$ cat src/hdl/stko_pkg.sv
// Shared widths, constants, controller/datapath bundles and a helper function.
`timescale 1ns / 1ps
package stko_pkg;

	localparam int PRICE_W = 24;
	localparam int LEVEL_W = 14;
	localparam int QUO_W   = 14;
	localparam int PROD_W  = PRICE_W + LEVEL_W;
	localparam int STEP_W  = 4;
	localparam int SUM_W   = 16;
	localparam int RECIP_W = 32;

	localparam logic [LEVEL_W-1:0] RSV_FULL      = 14'd10000;
	localparam logic [LEVEL_W-1:0] RSV_FLAT      = 14'd5000;
	localparam logic [LEVEL_W-1:0] LEVEL_MAX     = 14'd10000;
	localparam logic [LEVEL_W-1:0] LEVEL_RESET   = 14'd5000;
	localparam logic [SUM_W-1:0]   DIV3_RECIP    = 16'd43691;
	localparam int                 DIV3_SHIFT    = 17;

	typedef struct packed {
		logic start;
		logic scan_step;
		logic prep;
		logic mul;
		logic div_step;
		logic k_step;
		logic d_step;
		logic load_out;
	} cmd_t;

	typedef struct packed {
		logic scan_done;
		logic div_last;
	} status_t;

	// Exact floor(x / 3) for any x up to 49151 (a 14-bit result), by reciprocal multiplication.
	function automatic logic [LEVEL_W-1:0] div3(input logic [SUM_W-1:0] x);
		logic [RECIP_W-1:0] p;
		p = RECIP_W'(x) * RECIP_W'(DIV3_RECIP);
		return p[DIV3_SHIFT+LEVEL_W-1:DIV3_SHIFT];
	endfunction

endpackage

$ cat src/hdl/stko_bar_if.sv
// Input channel carrying one daily price bar per transaction.
`timescale 1ns / 1ps
interface stko_bar_if;
	logic                         valid;
	logic                         ready;
	logic [stko_pkg::PRICE_W-1:0] high_price;
	logic [stko_pkg::PRICE_W-1:0] low_price;
	logic [stko_pkg::PRICE_W-1:0] close_price;

	modport source (output valid, output high_price, output low_price, output close_price,
		input ready);
	modport sink (input valid, input high_price, input low_price, input close_price,
		output ready);
endinterface

$ cat src/hdl/stko_res_if.sv
// Output channel carrying the RSV, K and D values of one bar per transaction.
`timescale 1ns / 1ps
interface stko_res_if;
	logic                         valid;
	logic                         ready;
	logic [stko_pkg::LEVEL_W-1:0] rsv_value;
	logic [stko_pkg::LEVEL_W-1:0] k_value;
	logic [stko_pkg::LEVEL_W-1:0] d_value;

	modport source (output valid, output rsv_value, output k_value, output d_value,
		input ready);
	modport sink (input valid, input rsv_value, input k_value, input d_value,
		output ready);
endinterface

$ cat src/hdl/stko_cfg_if.sv
// Configuration write channel carrying the initial K/D level.
`timescale 1ns / 1ps
interface stko_cfg_if;
	logic                         valid;
	logic                         ready;
	logic [stko_pkg::LEVEL_W-1:0] initial_level;

	modport source (output valid, output initial_level, input ready);
	modport sink (input valid, input initial_level, output ready);
endinterface

$ cat src/hdl/stko_datapath.sv
// Datapath: price window, range scan, RSV divider, K/D smoothing and output registers.
`timescale 1ns / 1ps
module stko_datapath #(
	parameter int WINDOW_DAYS = 9
) (
	input  logic                         clk,
	input  logic                         arst_n,
	input  logic                         cfg_we,
	input  logic [stko_pkg::LEVEL_W-1:0] cfg_level,
	input  logic [stko_pkg::PRICE_W-1:0] high_price,
	input  logic [stko_pkg::PRICE_W-1:0] low_price,
	input  logic [stko_pkg::PRICE_W-1:0] close_price,
	input  stko_pkg::cmd_t               cmd,
	output stko_pkg::status_t            status,
	output logic [stko_pkg::LEVEL_W-1:0] rsv_value,
	output logic [stko_pkg::LEVEL_W-1:0] k_value,
	output logic [stko_pkg::LEVEL_W-1:0] d_value
);

	localparam int CW = $clog2(WINDOW_DAYS + 1);
	localparam int IW = $clog2(WINDOW_DAYS);

	logic [stko_pkg::PRICE_W-1:0] high_win_q [WINDOW_DAYS];
	logic [stko_pkg::PRICE_W-1:0] low_win_q  [WINDOW_DAYS];
	logic [CW-1:0]                bars_q;
	logic [CW-1:0]                idx_q;
	logic                         first_q;
	logic [stko_pkg::LEVEL_W-1:0] init_level_q;

	logic [stko_pkg::PRICE_W-1:0] close_q;
	logic [stko_pkg::PRICE_W-1:0] top_q;
	logic [stko_pkg::PRICE_W-1:0] bot_q;
	logic [stko_pkg::PRICE_W-1:0] num_q;
	logic [stko_pkg::PRICE_W-1:0] den_q;
	logic                         flat_q;
	logic [stko_pkg::PROD_W-1:0]  rem_q;
	logic [stko_pkg::PROD_W-1:0]  dsh_q;
	logic [stko_pkg::QUO_W-1:0]   quo_q;
	logic [stko_pkg::STEP_W-1:0]  step_q;
	logic [stko_pkg::LEVEL_W-1:0] rsv_q;
	logic [stko_pkg::LEVEL_W-1:0] k_q;
	logic [stko_pkg::LEVEL_W-1:0] k_lvl_q;
	logic [stko_pkg::LEVEL_W-1:0] d_lvl_q;
	logic [stko_pkg::LEVEL_W-1:0] rsv_out_q;
	logic [stko_pkg::LEVEL_W-1:0] k_out_q;
	logic [stko_pkg::LEVEL_W-1:0] d_out_q;

	logic [stko_pkg::PRICE_W-1:0] scan_high;
	logic [stko_pkg::PRICE_W-1:0] scan_low;
	logic [stko_pkg::PRICE_W-1:0] close_clamped;
	logic                         rem_ge;
	logic [stko_pkg::LEVEL_W-1:0] rsv_now;
	logic [stko_pkg::LEVEL_W-1:0] level_cap;
	logic [stko_pkg::LEVEL_W-1:0] d_next;

	assign scan_high = high_win_q[idx_q[IW-1:0]];
	assign scan_low  = low_win_q[idx_q[IW-1:0]];

	always_comb begin
		if (close_q < bot_q) begin
			close_clamped = bot_q;
		end else if (close_q > top_q) begin
			close_clamped = top_q;
		end else begin
			close_clamped = close_q;
		end
	end

	assign rem_ge    = (rem_q >= dsh_q);
	assign rsv_now   = flat_q ? stko_pkg::RSV_FLAT : quo_q;
	assign level_cap = (init_level_q > stko_pkg::LEVEL_MAX) ? stko_pkg::LEVEL_MAX : init_level_q;
	assign d_next    = first_q ? k_q :
		stko_pkg::div3(stko_pkg::SUM_W'({d_lvl_q, 1'b0}) + stko_pkg::SUM_W'(k_q));

	assign status.scan_done = (idx_q == bars_q);
	assign status.div_last  = (step_q == '0);

	always_ff @(posedge clk or negedge arst_n) begin
		if (!arst_n) begin
			bars_q       <= '0;
			first_q      <= 1'b0;
			init_level_q <= stko_pkg::LEVEL_RESET;
		end else begin
			if (cfg_we) begin
				init_level_q <= cfg_level;
			end
			if (cmd.start) begin
				first_q <= (bars_q == '0);
				if (bars_q != CW'(WINDOW_DAYS)) begin
					bars_q <= bars_q + 1'b1;
				end
			end
		end
	end

	always_ff @(posedge clk) begin
		if (cmd.start) begin
			high_win_q[0] <= high_price;
			low_win_q[0]  <= low_price;
			for (int i = 1; i < WINDOW_DAYS; i++) begin
				high_win_q[i] <= high_win_q[i-1];
				low_win_q[i]  <= low_win_q[i-1];
			end
			close_q <= close_price;
			top_q   <= high_price;
			bot_q   <= low_price;
			idx_q   <= CW'(1);
		end
		if (cmd.scan_step) begin
			if (scan_high > top_q) begin
				top_q <= scan_high;
			end
			if (scan_low < bot_q) begin
				bot_q <= scan_low;
			end
			idx_q <= idx_q + 1'b1;
		end
		if (cmd.prep) begin
			num_q  <= close_clamped - bot_q;
			den_q  <= top_q - bot_q;
			flat_q <= (top_q <= bot_q);
		end
		if (cmd.mul) begin
			rem_q  <= stko_pkg::PROD_W'(num_q) * stko_pkg::PROD_W'(stko_pkg::RSV_FULL);
			dsh_q  <= stko_pkg::PROD_W'(den_q) << (stko_pkg::QUO_W - 1);
			quo_q  <= '0;
			step_q <= stko_pkg::STEP_W'(stko_pkg::QUO_W - 1);
		end
		if (cmd.div_step) begin
			if (rem_ge) begin
				rem_q <= rem_q - dsh_q;
			end
			quo_q  <= {quo_q[stko_pkg::QUO_W-2:0], rem_ge};
			dsh_q  <= dsh_q >> 1;
			step_q <= step_q - 1'b1;
		end
		if (cmd.k_step) begin
			rsv_q <= rsv_now;
			k_q   <= first_q ? level_cap :
				stko_pkg::div3(stko_pkg::SUM_W'({k_lvl_q, 1'b0}) + stko_pkg::SUM_W'(rsv_now));
		end
		if (cmd.d_step) begin
			k_lvl_q <= k_q;
			d_lvl_q <= d_next;
		end
		if (cmd.load_out) begin
			rsv_out_q <= rsv_q;
			k_out_q   <= k_lvl_q;
			d_out_q   <= d_lvl_q;
		end
	end

	assign rsv_value = rsv_out_q;
	assign k_value   = k_out_q;
	assign d_value   = d_out_q;

endmodule

$ cat src/hdl/stko_ctrl.sv
// Controller: sequences one bar through scan, divide and smoothing and owns the handshakes.
`timescale 1ns / 1ps
module stko_ctrl (
	input  logic              clk,
	input  logic              arst_n,
	input  logic              in_valid,
	output logic              in_ready,
	output logic              out_valid,
	input  logic              out_ready,
	input  stko_pkg::status_t status,
	output stko_pkg::cmd_t    cmd
);

	typedef enum logic [7:0] {
		S_IDLE  = 8'b0000_0001,
		S_SCAN  = 8'b0000_0010,
		S_PREP  = 8'b0000_0100,
		S_MUL   = 8'b0000_1000,
		S_DIV   = 8'b0001_0000,
		S_KSTEP = 8'b0010_0000,
		S_DSTEP = 8'b0100_0000,
		S_DONE  = 8'b1000_0000
	} state_t;

	state_t state_q;
	state_t state_d;
	logic   out_valid_q;

	assign in_ready  = (state_q == S_IDLE);
	assign out_valid = out_valid_q;

	always_comb begin
		state_d = state_q;
		cmd     = '0;
		unique case (state_q)
			S_IDLE: begin
				if (in_valid) begin
					cmd.start = 1'b1;
					state_d   = S_SCAN;
				end
			end
			S_SCAN: begin
				if (status.scan_done) begin
					state_d = S_PREP;
				end else begin
					cmd.scan_step = 1'b1;
				end
			end
			S_PREP: begin
				cmd.prep = 1'b1;
				state_d  = S_MUL;
			end
			S_MUL: begin
				cmd.mul = 1'b1;
				state_d = S_DIV;
			end
			S_DIV: begin
				cmd.div_step = 1'b1;
				if (status.div_last) begin
					state_d = S_KSTEP;
				end
			end
			S_KSTEP: begin
				cmd.k_step = 1'b1;
				state_d    = S_DSTEP;
			end
			S_DSTEP: begin
				cmd.d_step = 1'b1;
				state_d    = S_DONE;
			end
			S_DONE: begin
				if (!out_valid_q || out_ready) begin
					cmd.load_out = 1'b1;
					state_d      = S_IDLE;
				end
			end
			default: begin
				state_d = S_IDLE;
			end
		endcase
	end

	always_ff @(posedge clk or negedge arst_n) begin
		if (!arst_n) begin
			state_q     <= S_IDLE;
			out_valid_q <= 1'b0;
		end else begin
			state_q <= state_d;
			if (cmd.load_out) begin
				out_valid_q <= 1'b1;
			end else if (out_ready) begin
				out_valid_q <= 1'b0;
			end
		end
	end

	// An accepted bar always starts the window scan.
	a_start_scan: assert property (@(posedge clk) disable iff (!arst_n)
		(in_valid && in_ready) |=> (state_q == S_SCAN))
		else $error("accepted bar did not start the scan");

	// A finished result never overwrites one that is still waiting.
	a_no_overwrite: assert property (@(posedge clk) disable iff (!arst_n)
		cmd.load_out |-> (!out_valid_q || out_ready))
		else $error("result register overwritten before its transaction");

	// A result only appears after the final sequencing step.
	a_valid_source: assert property (@(posedge clk) disable iff (!arst_n)
		$rose(out_valid_q) |-> ($past(state_q) == S_DONE))
		else $error("result became valid outside the done state");

	// The divider always runs to completion before smoothing.
	a_div_done: assert property (@(posedge clk) disable iff (!arst_n)
		(state_q == S_KSTEP) |-> ($past(state_q) == S_DIV && $past(status.div_last)))
		else $error("smoothing started before the divider finished");

endmodule

$ cat src/hdl/stochastic_kd_oscillator_core.sv
// Each bar passes through the scan, prep, multiply, divide, K, D and done states in that order.
// A new bar is accepted only after the previous bar's result has been loaded into the output register.
// The range scan reads one window entry a cycle; the RSV divider retires one quotient bit a cycle.
// A result waits in the output register while the next bar is accepted.
// Reset empties the window, sets the initial level register to 5000 and drops any pending result.
`timescale 1ns / 1ps
module stochastic_kd_oscillator_core #(
	parameter int WINDOW_DAYS = 9
) (
	input  logic       clk,
	input  logic       arst_n,
	stko_bar_if.sink   bar,
	stko_res_if.source result,
	stko_cfg_if.sink   cfg
);

	stko_pkg::cmd_t    cmd;
	stko_pkg::status_t status;

	assign cfg.ready = 1'b1;

	stko_ctrl u_ctrl (
		.clk       (clk),
		.arst_n    (arst_n),
		.in_valid  (bar.valid),
		.in_ready  (bar.ready),
		.out_valid (result.valid),
		.out_ready (result.ready),
		.status    (status),
		.cmd       (cmd)
	);

	stko_datapath #(
		.WINDOW_DAYS (WINDOW_DAYS)
	) u_datapath (
		.clk         (clk),
		.arst_n      (arst_n),
		.cfg_we      (cfg.valid),
		.cfg_level   (cfg.initial_level),
		.high_price  (bar.high_price),
		.low_price   (bar.low_price),
		.close_price (bar.close_price),
		.cmd         (cmd),
		.status      (status),
		.rsv_value   (result.rsv_value),
		.k_value     (result.k_value),
		.d_value     (result.d_value)
	);

endmodule
$ cat src/flat_wrapper.sv
// flat-port wrapper written by rule: the top's interface ports become plain ports
module stochastic_kd_oscillator_core_flat 
#(
	parameter int WINDOW_DAYS = 9
)
  (clk, arst_n, bar_valid, bar_high_price, bar_low_price, bar_close_price, bar_ready, result_valid, result_rsv_value, result_k_value, result_d_value, result_ready, cfg_valid, cfg_initial_level, cfg_ready);
  stko_bar_if bar_i ();
  stko_res_if result_i ();
  stko_cfg_if cfg_i ();
  input  logic clk;
  input  logic arst_n;
  input wire logic [$bits(bar_i.valid)-1:0] bar_valid;
  input wire logic [$bits(bar_i.high_price)-1:0] bar_high_price;
  input wire logic [$bits(bar_i.low_price)-1:0] bar_low_price;
  input wire logic [$bits(bar_i.close_price)-1:0] bar_close_price;
  output wire logic [$bits(bar_i.ready)-1:0] bar_ready;
  output wire logic [$bits(result_i.valid)-1:0] result_valid;
  output wire logic [$bits(result_i.rsv_value)-1:0] result_rsv_value;
  output wire logic [$bits(result_i.k_value)-1:0] result_k_value;
  output wire logic [$bits(result_i.d_value)-1:0] result_d_value;
  input wire logic [$bits(result_i.ready)-1:0] result_ready;
  input wire logic [$bits(cfg_i.valid)-1:0] cfg_valid;
  input wire logic [$bits(cfg_i.initial_level)-1:0] cfg_initial_level;
  output wire logic [$bits(cfg_i.ready)-1:0] cfg_ready;
  assign bar_i.valid = bar_valid;
  assign bar_i.high_price = bar_high_price;
  assign bar_i.low_price = bar_low_price;
  assign bar_i.close_price = bar_close_price;
  assign bar_ready = bar_i.ready;
  assign result_valid = result_i.valid;
  assign result_rsv_value = result_i.rsv_value;
  assign result_k_value = result_i.k_value;
  assign result_d_value = result_i.d_value;
  assign result_i.ready = result_ready;
  assign cfg_i.valid = cfg_valid;
  assign cfg_i.initial_level = cfg_initial_level;
  assign cfg_ready = cfg_i.ready;
  stochastic_kd_oscillator_core #(.WINDOW_DAYS(WINDOW_DAYS)) u_core (.clk(clk), .arst_n(arst_n), .bar(bar_i), .result(result_i), .cfg(cfg_i));
endmodule
$ cat config.mk
export PLATFORM = sky130hd
export DESIGN_NAME = stochastic_kd_oscillator_core_flat
export DESIGN_NICKNAME = d
export VERILOG_FILES = /design/src/hdl/stko_pkg.sv /design/src/hdl/stko_bar_if.sv /design/src/hdl/stko_res_if.sv /design/src/hdl/stko_cfg_if.sv /design/src/hdl/stko_datapath.sv /design/src/hdl/stko_ctrl.sv /design/src/hdl/stochastic_kd_oscillator_core.sv /design/src/flat_wrapper.sv
export SDC_FILE = /design/constraint.sdc
export NUM_CORES = 2
export LEC_CHECK = 0
export BUFFER_PORTS_ARGS = -buffer_cell sky130_fd_sc_hd__clkbuf_2
export CAP_MARGIN = 15
export CORE_AREA = 2 2 292 294
export DETAILED_ROUTE_END_ITERATION = 10
export DIE_AREA = 0 0 294 296
export GPL_TIMING_DRIVEN = 0
export PLACE_DENSITY = 0.82
export SLEW_MARGIN = 5
export SYNTH_ARGS = -nofsm -noshare
export SYNTH_HDL_FRONTEND = slang
export SYNTH_SLANG_ARGS = --single-unit
$ cat constraint.sdc
create_clock -name clk -period 25 [get_ports clk]
set_input_delay 1.25 -clock clk [delete_from_list [all_inputs] [get_ports clk]]
set_output_delay 1.25 -clock clk [all_outputs]
set_load 0.03 [all_outputs]
**Word level (Yosys, flattened, before mapping)**

Memories as Yosys holds them, arrays and structs flattened. A register that Yosys moved wholly into a read port is not among the register bits.
Cells that the tools add are included.

- Register bits after elaboration: 344
- RAM bits: 432
- Input bits: 91
- Output and inout bits: 45
- Memories: 2

Memory list:

| name | words | bits a word | rd ports | clocked after memory_dff | write ports | RTL line | RTL |
|---|---|---|---|---|---|---|---|
| u_core.u_datapath.high_win_q | 9 | 24 | 9 | 1 | 9 | stko_datapath.sv:23 | `logic [stko_pkg::PRICE_W-1:0] high_win_q [WINDOW_DAYS];` |
| u_core.u_datapath.low_win_q | 9 | 24 | 9 | 1 | 9 | stko_datapath.sv:24 | `logic [stko_pkg::PRICE_W-1:0] low_win_q [WINDOW_DAYS];` |

- $add $sub $neg: 8
- Multipliers: 3
- Order comparisons: 7
- Eq/ne operators: 14
- Mux-type cells: 45
- Reductions and logical operators: 9

Operators by type and width:

| kind | number |
|---|---|
| 24-bit 2-to-1 mux | 8 |
| 38-bit 2-to-1 mux | 3 |
| 14-bit 2-to-1 mux | 6 |
| 8-bit one-hot mux with 8 select lines | 1 |
| 16-bit by 16-bit multiplier with 31-bit output, second input constant | 2 |
| 24-bit greater-than comparator | 2 |
| 24-bit < comparator | 2 |
| 24-bit subtractor | 2 |
| 38-bit by 37-bit >= comparator with 1-bit output | 1 |
| 38-bit by 37-bit subtractor with 38-bit output | 1 |
| 37-bit 2-to-1 mux | 1 |
| 36-bit 2-to-1 mux | 1 |
| 24-bit by 10-bit multiplier with 34-bit output, second input constant | 1 |
| 15-bit by 14-bit adder with 16-bit output | 2 |
| 8-bit 2-to-1 mux | 4 |
| 24-bit <= comparator | 1 |
| 4-bit 2-to-1 mux | 6 |
| 1-bit 2-to-1 mux | 15 |
| 14-bit greater-than comparator, second input constant | 1 |
| 4-bit by 1-bit adder with 4-bit output, second input constant | 2 |
| 8-bit by 1-bit == test with 1-bit output, second input constant | 1 |
| 8-bit by 2-bit == test with 1-bit output, second input constant | 1 |
| 8-bit by 3-bit == test with 1-bit output, second input constant | 1 |
| 8-bit by 4-bit == test with 1-bit output, second input constant | 1 |
| 15 further kinds | 20 |

**Logic depth before layout (Yosys ltp)**

- Word-level depth: 5
- Depth in mapped cells: 34

**Cells and area by module**

A second synthesis with hierarchy kept.

- Cells, all modules: 4018
- Area total of the unflattened synthesis: 49299.8 µm²

By module, submodules not included:

| module | times used | cells an instance | area an instance (µm²) |
|---|---|---|---|
| stko_datapath | 1 | 3958 | 48776.8 |
| stko_ctrl | 1 | 58 | 511.7 |
| stochastic_kd_oscillator_core | 1 | 2 | 11.3 |

**Least setup slack after synthesis**

OpenSTA, ideal clock, no wires.

- Kind: register to register
- From: register u_core.u_ctrl.state_q[4]
- To: register u_core.u_datapath.bars_q[3]
- Library setup time: 133 ps
- Data arrival time: 16140 ps
- Slack: 8727 ps
- Stages on the path, launching flop included: 9
- Path through: dfrtp_1 > nor4_1 > nand2_1 > nor3b_1 > and2_1 > clkbuf_1 > clkbuf_1 > nand4_1 > xnor2_1

RTL lines:

| what | RTL line | RTL |
|---|---|---|
| start: declaration | stko_ctrl.sv:25 | `state_t state_q;` |
| start signal: assignment | stko_ctrl.sv:88 | `state_q <= state_d;` |
| end signal: assignment | stko_datapath.sv:90 | `bars_q <= bars_q + 1'b1;` |
| end: declaration | stko_datapath.sv:25 | `logic [CW-1:0] bars_q;` |

**Worst setup path after layout**

- From: register u_core.u_datapath.flat_q
- To: register u_core.u_datapath.k_q[13] in the netlist's numbering, data pin

- Word-level cells in the longest chain between the ends: 4

Ends and longest elaborated chain:

| what | RTL line | RTL |
|---|---|---|
| start: declaration | stko_datapath.sv:35 | `logic flat_q;` |
| start signal: assignment | stko_datapath.sv:121 | `flat_q <= (top_q <= bot_q);` |
| 14-bit 2-to-1 mux | stko_datapath.sv:70 | `assign rsv_now = flat_q ? stko_pkg::RSV_FLAT : quo_q;` |
| via u_core.u_datapath.rsv_now, one bit | stko_datapath.sv:52 | `logic [stko_pkg::LEVEL_W-1:0] rsv_now;` |
| 15-bit by 14-bit adder with 16-bit output | stko_datapath.sv:140 | `stko_pkg::div3(stko_pkg::SUM_W'({k_lvl_q, 1'b0}) + stko_pkg::SUM_W'(rsv_now));` |
| 16-bit by 16-bit multiplier with 31-bit output | stko_pkg.sv:39 | `p = RECIP_W'(x) * RECIP_W'(DIV3_RECIP);` |
| 14-bit 2-to-1 mux | stko_datapath.sv:139 | `k_q <= first_q ? level_cap :` |
| end signal: assignment | stko_datapath.sv:139 |  |
| end: declaration | stko_datapath.sv:41 | `logic [stko_pkg::LEVEL_W-1:0] k_q;` |

The timed path passes the listed nets, and every way through them passes these cells.
A chain may end at the register's enable or synchronous reset.

==> results.sh <==
export IMPL_globalplace_congestion=1.01
export IMPL_most_common_layout_cells="edfxtp_1 (662), inv_1 (559), ha_1 (549), nand2_1 (275), o21ai_0 (245)"
export IMPL_port_buffers=134
export IMPL_numCtsBuffers=82
export IMPL_rsz0062_at_grt="no"
export IMPL_via_count=32537
export IMPL_clk_latency_ps=660
export IMPL_syn_inst=4059
export IMPL_fin_worst_skew_ps=30.6
export IMPL_multi_input_comb_area_sq_mm=0.0243
export IMPL_start_util_pct=58.4
export IMPL_synth_ff_type="edfxtp_1"
export IMPL_yosys_warnings=0
export IMPL_cts_sinks=780
export IMPL_grt_pass1_wl_microns=183000
export IMPL_antenna_found_initial=2
export IMPL_grt_max_degree=69
export IMPL_clock_path_buffers=3
export IMPL_track_usage_pct=27.1
export IMPL_async_flop_share_pct=3.59
export IMPL_critPathCaptureType="flip-flop"
export IMPL_pin_count=136
export IMPL_synth_area_sq_mm=0.0492
export IMPL_max_freq_ghz=0.107
export IMPL_dieArea_sq_mm=0.0870
export IMPL_layout_drive_gt1_share_pct=11.1
export IMPL_worstSetupPathDepth=33
export IMPL_postCtsResizedCells=0
export IMPL_grt_overflow_total=0
export IMPL_syn2layout_area_growth_pct=10.6
export IMPL_viasPerCell=5.97
export IMPL_critical_path_top_delay_family="adder cells"
export IMPL_setup_viol=0
export IMPL_die_width_microns=294
export IMPL_antenna_left=0
export IMPL_finalCritPeriodShare_pct=37.6
export IMPL_drt_first_iter_violations=2909
export IMPL_worstReg2RegStart="u_core.u_datapath.flat_q$_DFFE_PP_"
export IMPL_htree_levels=3
export IMPL_fillers=5944
export IMPL_crit_buf_inv=5
export IMPL_synth_cell_types=87
export IMPL_routedWlPerCell_microns=21.4
export IMPL_fin_crit_ps=9390
export IMPL_holdPathStages=0
export IMPL_rr_endpoint="u_core.u_datapath.k_q[13]$_DFFE_PN_"
export IMPL_final_net_count=5159
export IMPL_slowest_delay_ps=590
export IMPL_fin_setup_tns_ps=0
export IMPL_ys_seq_elements=780
export IMPL_drv_slew=0
export IMPL_status="finished clean"
export IMPL_hold_path_class="flip-flop to flip-flop"
export IMPL_coreArea_sq_mm=0.0842
export IMPL_n_antenna_cell=0
export IMPL_slowest_stage="fa_1"
export IMPL_worst_slew_pin_slew_ps=1090
export IMPL_layout_commonest_cell="edfxtp_1"
export IMPL_relSlewSlack_pct=27.2
export IMPL_hold_viol=0
export IMPL_grt_pass1_vias=33127
export IMPL_endpoint="u_core.u_datapath.k_q[13]$_DFFE_PN_"
export IMPL_required_ps=25410
export IMPL_seq_area_sq_mm=0.0224
export IMPL_cts_setup_buffers=0
export IMPL_wirelength_microns=116000
export IMPL_r2r_cells=33
export IMPL_drc=0
export IMPL_path_class="flip-flop to flip-flop"
export IMPL_crit_path_start_kind="flip-flop"
export IMPL_ff2ff_setup_slack_ps=15610
export IMPL_cp_max_fo=10
export IMPL_cp_arrival_ps=9800
export IMPL_path_common_cell="a21oi_1"
export IMPL_dp_hpwl_microns=87300
export IMPL_critPathLaunch="u_core.u_datapath.flat_q$_DFFE_PP_"
export IMPL_syn_avg_cell_area_sq_um=12.1
export IMPL_clock_root_buffer="clkbuf_16"
export IMPL_yosysSeqAreaShare_pct=45.5
export IMPL_synth_top_area_cell="edfxtp_1"
export IMPL_synth_top_area_share_pct=40.4
export IMPL_postCtsHoldBufs=0
export IMPL_synth_edf_count=662
export IMPL_drv_cap=0
export IMPL_syn_nets=4923
export IMPL_clkTransAtPathRegs_ps=70
export IMPL_row_count=107
export IMPL_die_height_microns=296
export IMPL_synth_area_leaders="edfxtp_1 (40%), ha_1 (14%), fa_1 (9.1%)"
export IMPL_dr_pass1_iters=5
export IMPL_cts_tree="built"
cells by family after synthesis:
kind of cell	Yosys count	share of synthesized area [%]
other	1	0.00762
adders and majority gates	773	23.1
xor gates and xnor gates	154	2.74
buffers and inverters	666	5.20
and+or+nand+nor	720	6.87
AOI/OAI and AO/OA	751	9.52
DFF	780	45.5
muxes	214	7.10
flip-flops by register name, summed over array words and instances, names as in the netlist, 4 cells and up, named ones only:
signal	flops
u_core.u_datapath.step_q	4
u_core.u_datapath.k_value	14
u_core.u_datapath.low_win_q	216
u_core.u_datapath.idx_q	4
u_core.u_datapath.num_q	24
u_core.u_datapath.dsh_q	37
u_core.u_datapath.den_q	24
u_core.u_datapath.d_lvl_q	14
u_core.u_datapath.rem_q	38
u_core.u_datapath.k_q	14
u_core.u_datapath.init_level_q	14
u_core.u_datapath.bars_q	4
u_core.u_datapath.d_value	14
u_core.u_datapath.rsv_value	14
u_core.u_datapath.quo_q	14
u_core.u_datapath.bot_q	24
u_core.u_datapath.rsv_q	14
u_core.u_datapath.k_lvl_q	14
u_core.u_datapath.close_q	24
u_core.u_datapath.high_win_q	216
u_core.u_ctrl.state_q	8
u_core.u_datapath.top_q	24
stage by stage:
step	util, %	hold WS, ps	instance area, sq um	instances	worst slack (ps)
2_1_floorplan	-	400	49200	4059	8730
3_3_place_gp	60.9	402	51300	5283	3480
3_5_place_dp	61.2	405	51600	5299	15710
4_1_cts	64.6	405	54400	5450	15700
5_1_grt	64.6	421	54400	5452	15020
6_report	64.6	416	54400	5452	15610
per-layer routing:
| metal | global-route usage (%) | up-vias | part of all wire [%] |
|---|---|---|---|
| met2 | 45.1 | 1362 | 48 |
| met1 | 35.1 | 15856 | 40 |
| li1 | - | 15007 | - |
| met4 | 12.9 | 2 | 5.0 |
| met3 | 4.19 | 310 | 7.0 |
| met5 | 0 | - | 0.011 |
worst min-delay path by stage:
stage | from | end
global route | u_core.u_datapath.rsv_q[9]$_DFFE_PN_ | u_core.u_datapath.rsv_value[9]$_DFFE_PP_
CTS | u_core.u_datapath.rsv_q[10]$_DFFE_PN_ | u_core.u_datapath.rsv_value[10]$_DFFE_PP_
floorplan | u_core.u_datapath.rsv_q[0]$_DFFE_PN_ | u_core.u_datapath.rsv_value[0]$_DFFE_PP_
detailed placement | u_core.u_datapath.rsv_q[2]$_DFFE_PN_ | u_core.u_datapath.rsv_value[2]$_DFFE_PP_
global placement | u_core.u_datapath.rsv_q[9]$_DFFE_PN_ | u_core.u_datapath.rsv_value[9]$_DFFE_PP_
finish | u_core.u_datapath.low_win_q[7][9]$_DFFE_PP_ | u_core.u_datapath.low_win_q[8][9]$_DFFE_PP_
synthesized netlist by cell type, types with 85 or more instances:
library cell / count
a21o_1: 103
a21oi_1: 186
clkbuf_1: 85
dfxtp_1: 90
edfxtp_1: 662
fa_1: 224
ha_1: 549
inv_1: 559
mux4_2: 96
nand2_1: 276
nor2_1: 162
o21ai_0: 245
xnor2_1: 108
final cells by class:
cell class / instances / area share, %
flip-flops and latches: 780 / 41.1
repair buffers: 152 / 1.84
plain buffers: 107 / 0.855
inverters: 559 / 3.86
multi-input cells: 2613 / 44.6
clock inverters: 43 / 1.09
well taps: 1090 / 2.51
clock buffers: 108 / 4.05
Power is left out: the tool's default activity adds up to more than one toggle a clock period on the data nets, which glitch-free logic cannot reach.
